[src/hw/rtl/tmncc_pkg.sv]
// ----------------------------------------------------------------------------
// tmncc_pkg
// Shared types, register codes and constants of the template matcher.
// ----------------------------------------------------------------------------
package tmncc_pkg;

  // input operation codes
  localparam logic OP_TEMPLATE = 1'b0;
  localparam logic OP_IMAGE    = 1'b1;

  // scoring modes
  localparam logic MODE_SQDIFF = 1'b0;
  localparam logic MODE_CCOEFF = 1'b1;

  // configuration port
  localparam int unsigned CFG_IDX_W  = 3;
  localparam int unsigned CFG_DATA_W = 16;
  localparam logic [CFG_IDX_W-1:0] REG_MODE    = 3'd0;
  localparam logic [CFG_IDX_W-1:0] REG_IMAGE_W = 3'd1;
  localparam logic [CFG_IDX_W-1:0] REG_IMAGE_H = 3'd2;
  localparam logic [CFG_IDX_W-1:0] REG_TPL_W   = 3'd3;
  localparam logic [CFG_IDX_W-1:0] REG_TPL_H   = 3'd4;

  // result field widths
  localparam int unsigned PIX_W     = 8;
  localparam int unsigned ROW_OUT_W = 12;
  localparam int unsigned COL_OUT_W = 10;
  localparam int unsigned SQD_OUT_W = 24;
  localparam int unsigned NCC_W     = 16;

  // correlation magnitude search: result in [0, 2^15]
  localparam int unsigned Q_W  = 16;
  localparam int unsigned K2_W = 32;
  localparam logic [Q_W-1:0]   Q_ONE   = 16'h8000;
  localparam logic [NCC_W-1:0] NCC_MAX = 16'h7FFF;

  typedef struct packed {
    logic             operation;
    logic [PIX_W-1:0] pixel;
  } in_item_t;

  typedef struct packed {
    logic [ROW_OUT_W-1:0]    window_row;
    logic [COL_OUT_W-1:0]    window_col;
    logic [SQD_OUT_W-1:0]    sqdiff_score;
    logic signed [NCC_W-1:0] ncc_score;
    logic                    degenerate;
    logic                    last_result;
  } out_item_t;

  typedef struct packed {
    logic [CFG_IDX_W-1:0]  index;
    logic [CFG_DATA_W-1:0] data;
  } cfg_item_t;

  // controller -> datapath
  typedef struct packed {
    logic take;      // input request accepted
    logic step;      // scan one window pixel
    logic prod;      // form correlation products
    logic diff;      // variances and numerator
    logic sq;        // variance product and numerator square
    logic k_step;    // next search candidate
    logic mul_lo;    // candidate times low half
    logic mul_hi;    // candidate times high half
    logic cmp;       // compare and narrow
    logic load_out;  // fill result register
  } tmncc_cmd_t;

  // datapath -> controller
  typedef struct packed {
    logic hit;          // accepted pixel completes a window
    logic scan_last;    // final window pixel being read
    logic mode;
    logic degen;
    logic search_done;
    logic out_free;
  } tmncc_status_t;

endpackage

[src/hw/rtl/tmncc_ctrl.sv]
// ----------------------------------------------------------------------------
// tmncc_ctrl
// Sequencer: window scan, correlation arithmetic steps, result hand-off.
// ----------------------------------------------------------------------------
module tmncc_ctrl
  import tmncc_pkg::*;
(
  input  logic          clk_i,
  input  logic          rst_ni,
  input  logic          in_valid_i,
  output logic          in_ready_o,
  input  tmncc_status_t status_i,
  output tmncc_cmd_t    cmd_o
);

  localparam logic [3:0] ST_IDLE  = 4'd0;
  localparam logic [3:0] ST_SCAN  = 4'd1;
  localparam logic [3:0] ST_DRAIN = 4'd2;
  localparam logic [3:0] ST_PROD  = 4'd3;
  localparam logic [3:0] ST_DIFF  = 4'd4;
  localparam logic [3:0] ST_SQ    = 4'd5;
  localparam logic [3:0] ST_K     = 4'd6;
  localparam logic [3:0] ST_MLO   = 4'd7;
  localparam logic [3:0] ST_MHI   = 4'd8;
  localparam logic [3:0] ST_CMP   = 4'd9;
  localparam logic [3:0] ST_OUT   = 4'd10;

  logic [3:0] state_q, state_d;

  // next state and commands
  always_comb begin
    state_d    = state_q;
    cmd_o      = '0;
    in_ready_o = 1'b0;
    case (state_q)
      ST_IDLE: begin
        in_ready_o = 1'b1;
        cmd_o.take = in_valid_i;
        if (in_valid_i && status_i.hit) begin
          state_d = ST_SCAN;
        end
      end
      ST_SCAN: begin
        cmd_o.step = 1'b1;
        if (status_i.scan_last) begin
          state_d = ST_DRAIN;
        end
      end
      ST_DRAIN: begin
        state_d = (status_i.mode == MODE_CCOEFF) ? ST_PROD : ST_OUT;
      end
      ST_PROD: begin
        cmd_o.prod = 1'b1;
        state_d    = ST_DIFF;
      end
      ST_DIFF: begin
        cmd_o.diff = 1'b1;
        state_d    = ST_SQ;
      end
      ST_SQ: begin
        cmd_o.sq = 1'b1;
        state_d  = status_i.degen ? ST_OUT : ST_K;
      end
      ST_K: begin
        if (status_i.search_done) begin
          state_d = ST_OUT;
        end else begin
          cmd_o.k_step = 1'b1;
          state_d      = ST_MLO;
        end
      end
      ST_MLO: begin
        cmd_o.mul_lo = 1'b1;
        state_d      = ST_MHI;
      end
      ST_MHI: begin
        cmd_o.mul_hi = 1'b1;
        state_d      = ST_CMP;
      end
      ST_CMP: begin
        cmd_o.cmp = 1'b1;
        state_d   = ST_K;
      end
      ST_OUT: begin
        if (status_i.out_free) begin
          cmd_o.load_out = 1'b1;
          state_d        = ST_IDLE;
        end
      end
      default: begin
        state_d = ST_IDLE;
      end
    endcase
  end

  always_ff @(posedge clk_i or negedge rst_ni) begin
    if (!rst_ni) begin
      state_q <= ST_IDLE;
    end else begin
      state_q <= state_d;
    end
  end

endmodule

[config.mk]
export PLATFORM = sky130hd
export DESIGN_NAME = tmncc_ctrl
export DESIGN_NICKNAME = d
export VERILOG_FILES = /design/src/hw/rtl/tmncc_pkg.sv /design/src/hw/rtl/tmncc_ctrl.sv
export SDC_FILE = /design/constraint.sdc
export NUM_CORES = 1
export LEC_CHECK = 0
export ABC_CLOCK_PERIOD_IN_PS = 1050
export BUFFER_PORTS_ARGS = -buffer_cell sky130_fd_sc_hd__buf_2
export CAP_MARGIN = 20
export CORE_AREA = 2 2 39 41
export DETAILED_ROUTE_END_ITERATION = 10
export DIE_AREA = 0 0 41 43
export SLEW_MARGIN = 20
export SYNTH_ARGS = -nofsm -noshare
export SYNTH_HDL_FRONTEND = slang
export SYNTH_SLANG_ARGS = --single-unit
[constraint.sdc]
create_clock -name clk_i -period 1.05 [get_ports clk_i]
set_clock_uncertainty 0.05 [all_clocks]
set_input_delay 0.0525 -clock clk_i [delete_from_list [all_inputs] [get_ports clk_i]]
set_output_delay 0.0525 -clock clk_i [all_outputs]
set_load 0.01 [all_outputs]
# Yosys cells after proc, flatten, opt, wreduce, memory -nomap -nowiden
# Cells that the tools add are included.
word_totals:
  wordCells: 37
  in_bits: 9
  regBits: 4
classes:
  eq_ne: 13
  mux: 20
  n_reduce_logical: 3
ops:
  columns: ["cell", "n"]
  rows:
  - ["4-bit one-hot mux with 11 select lines", 1]
  - ["4-bit 2-to-1 mux", 6]
  - ["4-bit by 3-bit equality test with 1-bit output (second input constant)", 4]
  - ["1-bit 2-to-1 mux", 13]
  - ["4-bit equality test (second input constant)", 3]
  - ["4-bit by 2-bit equality test with 1-bit output (second input constant)", 2]
  - ["2-bit inequality test (second input constant)", 3]
  - ["4-bit by 1-bit equality test with 1-bit output (second input constant)", 1]
  - ["4-bit logical NOT", 1]
  - ["3-bit AND reduction", 1]
  - ["1-bit logical AND", 1]

# Longest topological paths before layout
logic_depth:
  word_depth: 3
  ltp_mapped: 4
  depth_no_buf: 3

# Least setup slack after synthesis
# Ideal clock, no wire load.
synth_path:
  path_kind: "register -> output"
  startpoint: "register state_q[1]"
  endpoint: "output cmd_o[9] in the netlist's numbering"
  slack_ps: -112
  arrival_time_ps: 1059
  stages_incl_launch_ff: 4
  path_buffers: 1
  required_ps: 947
  path_cell_list: "dfrtp_1 -> buf_6 -> nor4_4 -> and2_1"
synth_rtl:
  columns: ["element", "line_no", "text"]
  rows:
  - ["start: declaration", "tmncc_ctrl.sv:28", "logic [3:0] state_q, state_d;"]
  - ["start signal: assignment", "tmncc_ctrl.sv:100", "state_q <= state_d;"]
  - ["end: declaration", "tmncc_ctrl.sv:13", "output tmncc_cmd_t cmd_o"]

==> qor.csv <==
metric;value;unit
violated checks;negative setup slack;
CTS tree;done;
GRT met1 Usage;21.2;%
Routed Antenna Nets;0;
HPWL Detailed;977;um
main combinational cell family by area after synthesis;simple AND/OR/NAND/NOR gates;
Slowest cell on crit path;dfrtp_2;
total power;2.55;mW
Hold Crit Endpoint;state_q[0];
iteration-0 DRC count of the detailed router;2;
largest net degree at the start of global routing;7;
final wirelength;1530;um
H-tree Lvls;1;
mean cell area of the mapped netlist;8.99;um2
crit-path cells;buf_4 -> buf_6 -> nand2b_4 -> buf_6 -> nor2_2 -> buf_2;
met3 Use GR;1.57;%
global route total overflow;0;
Vias;534;
Critical R2R Capture;state_q[3];
synthesis-to-layout area growth;106;%
final hold vios;0;
CTS clock-pin slew for the worst setup and hold paths;40;ps
adder-cell area share of the yosys netlist;0;%
die area;1760;um2
Die Wd;41;um
Worst Setup Path Type;reg2out;
number of global-route vias before repair;539;
Worst-Margin Slew;256;ps
commonest non-fill, non-tap cell in the layout;buf_2;
Critical Path RT;950;ps
die extent in y;43;um
max reg flops;4;
io pins;20;
CP peak stage delay;420;ps
Largest Register;state_q;
Leak;0.435;nW
clk sink count;4;
routed vias/inst;4.73;
buffers from clock root to sink, at most;2;
Yosys top cell by area;dfrtp_1;
CP arrival;1350;ps
design area;906;um2
row cnt;14;
CTS buffer count;3;
Post-Route Utilization;65.5;%
post-synth top area share;22.7;%
global route hottest layer;met2;
post-synthesis compound-gate area fraction;24.1;%
crit-path max FO;4;
clock tree root driver cell;clkbuf_4;
hold path start;status_i[4];
worst vdd ir;1370;uV
clock latency on the worst-skew pair;230;ps
ant diodes;0;
maximum clock rate;687;MHz
reg2reg setup slack;-310;ps
top cells by area, synth;dfrtp_1, buf_6, nor2_1;
cells after synthesis;49;
IO Port Bufs;19;
Period Utilization, post-route;139;%
endpoints failing setup;15;
hold path depth;3;
Min Clock Period, post-route;1450;ps
Synth Area in XOR/XNOR;1.99;%
Synth Area in Simple Gates;36.9;%
first-pass GRT wire length;2190;um
number of max-cap violations;0;
R2R depth;6;
crit end category;output port;
fill count;124;
crit path launch type;flop;
RSZ-0062 raised after global routing;yes;
commonest cells after routing, fill and taps aside;buf_2, buf_4, buf_6;
Nets;108;
Total GRT Usage;17.8;%
Worst slew margin;82.8;%
post-synthesis mux area share;2.27;%
outcome;finished with violations;
met2 Resource Use GR;31.9;%
warnings from Yosys;0;
post-route DRC violation count;0;
Top Registers;state_q x4;
post-synth cell types;28;
Setup WS post-layout;-405;ps
CP most frequent cell;buf_6;
Post-Syn Area;440;um2
Worst R2R Start;state_q[2];
wire length per cell;13.5;um
Final GP Congestion;0.845;
Pins Over Slew Limit;0;
layout cell share with drive strength beyond 1;80.4;%
Final TNS setup;-4650;ps
Post-Place Cell Area;663;um2
initial antenna violation count;0;
Yosys reg bits;4;
PD cells;2820;nW/um2
register area share after synthesis;22.7;%
synthesized net count;58;
core area;1380;um2
worst hold-check path type;in2reg;
Initial DRT Pass Iterations;3;
initial core utilization;31.8;%
-- power by group --
| group | total (mW) | leakage (nW) | switching (mW) | internal, mW |
|---|---|---|---|---|
| Sequential | 0.332 | 0.0472 | 0.102 | 0.230 |
| Clock | 0.187 | 0.0138 | 0.0590 | 0.128 |
| Combinational | 2.03 | 0.374 | 0.874 | 1.16 |
| Total | 2.55 | 0.435 | 1.04 | 1.52 |
-- cell families after synthesis --
group | after synthesis
buf+inv | 7
compound gates | 11
mux | 1
xor+xnor | 1
flops | 4
simple gates | 25
-- worst max-delay path by stage --
| stage | from | to | depth (start not counted) | slack (ps) |
|---|---|---|---|---|
| 2_1_floorplan | state_q[2] | cmd_o[9] | 3 | -100 |
| 3_3_place_gp | state_q[2] | state_q[0] | 4 | -190 |
| 3_5_place_dp | state_q[1] | cmd_o[9] | 5 | -200 |
| 4_1_cts | state_q[2] | cmd_o[9] | 4 | -390 |
| 5_1_grt | state_q[2] | cmd_o[9] | 4 | -470 |
| 6_report | state_q[2] | cmd_o[0] | 6 | -400 |
-- worst max-delay path: cells and delay by family (launching register included) --
family	cells	cell delay, ps
flops	1	420
simple gates	2	210
buf+inv	4	490
-- layout make-up --
type                            instances  area [um2]  share of cell area, %
Sequential cell                         4         104                   11.5
Multi-Input combinational cell         38         365                   40.3
Clock buffer                            3        22.5                   2.49
Timing Repair Buffer                   49         383                   42.3
Inverter                                3        11.3                   1.24
Tap cell                               16        20.0                   2.21
-- synth_stat cells --
library cell and number:
o21ai_0 1, a211o_1 1, nand2b_1 2, xnor2_1 1, nand2b_4 1, o2bb2a_4 1
dfrtp_1 4, and2_1 2, mux2i_1 1, nand2_1 3, nor2_2 2, nor4_4 1
nor3_1 4, o32ai_2 1, nor4_1 1, a32o_1 1, o221ai_2 1, a21oi_1 3
nor2_1 6, o21bai_1 1, inv_1 2, buf_4 1, nor3_2 1, buf_6 3
a2bb2oi_1 1, inv_2 1, nor2b_2 1, nand2_4 1
-- routing by layer --
| metal | routed length (um) | share of wire [%] |
|---|---|---|
| met1 | 566 | 37 |
| met2 | 912 | 60 |
| met3 | 47 | 3.1 |
| met4 | 0 | 0 |
| met5 | 0 | 0 |
-- metrics by stage --
stage / hold WS (ps) / cells / setup WS (ps)
floorplan: -293 / 49 / -96.3
global placement: -187 / 97 / -188
detailed placement: -185 / 97 / -205
CTS: 88.2 / 108 / -390
global route: 111 / 113 / -467
finish: 98.5 / 113 / -405
-- repair_timing --
action	in CTS	in global routing
setup endpoints to repair	15	15
endpoints found under the hold margin	4	0
gates resized for setup	25	8
buffers inserted	8	5
pin swaps	7	2
hold buffers	1	0
No activity file was read; power rests on OpenSTA's default activity.
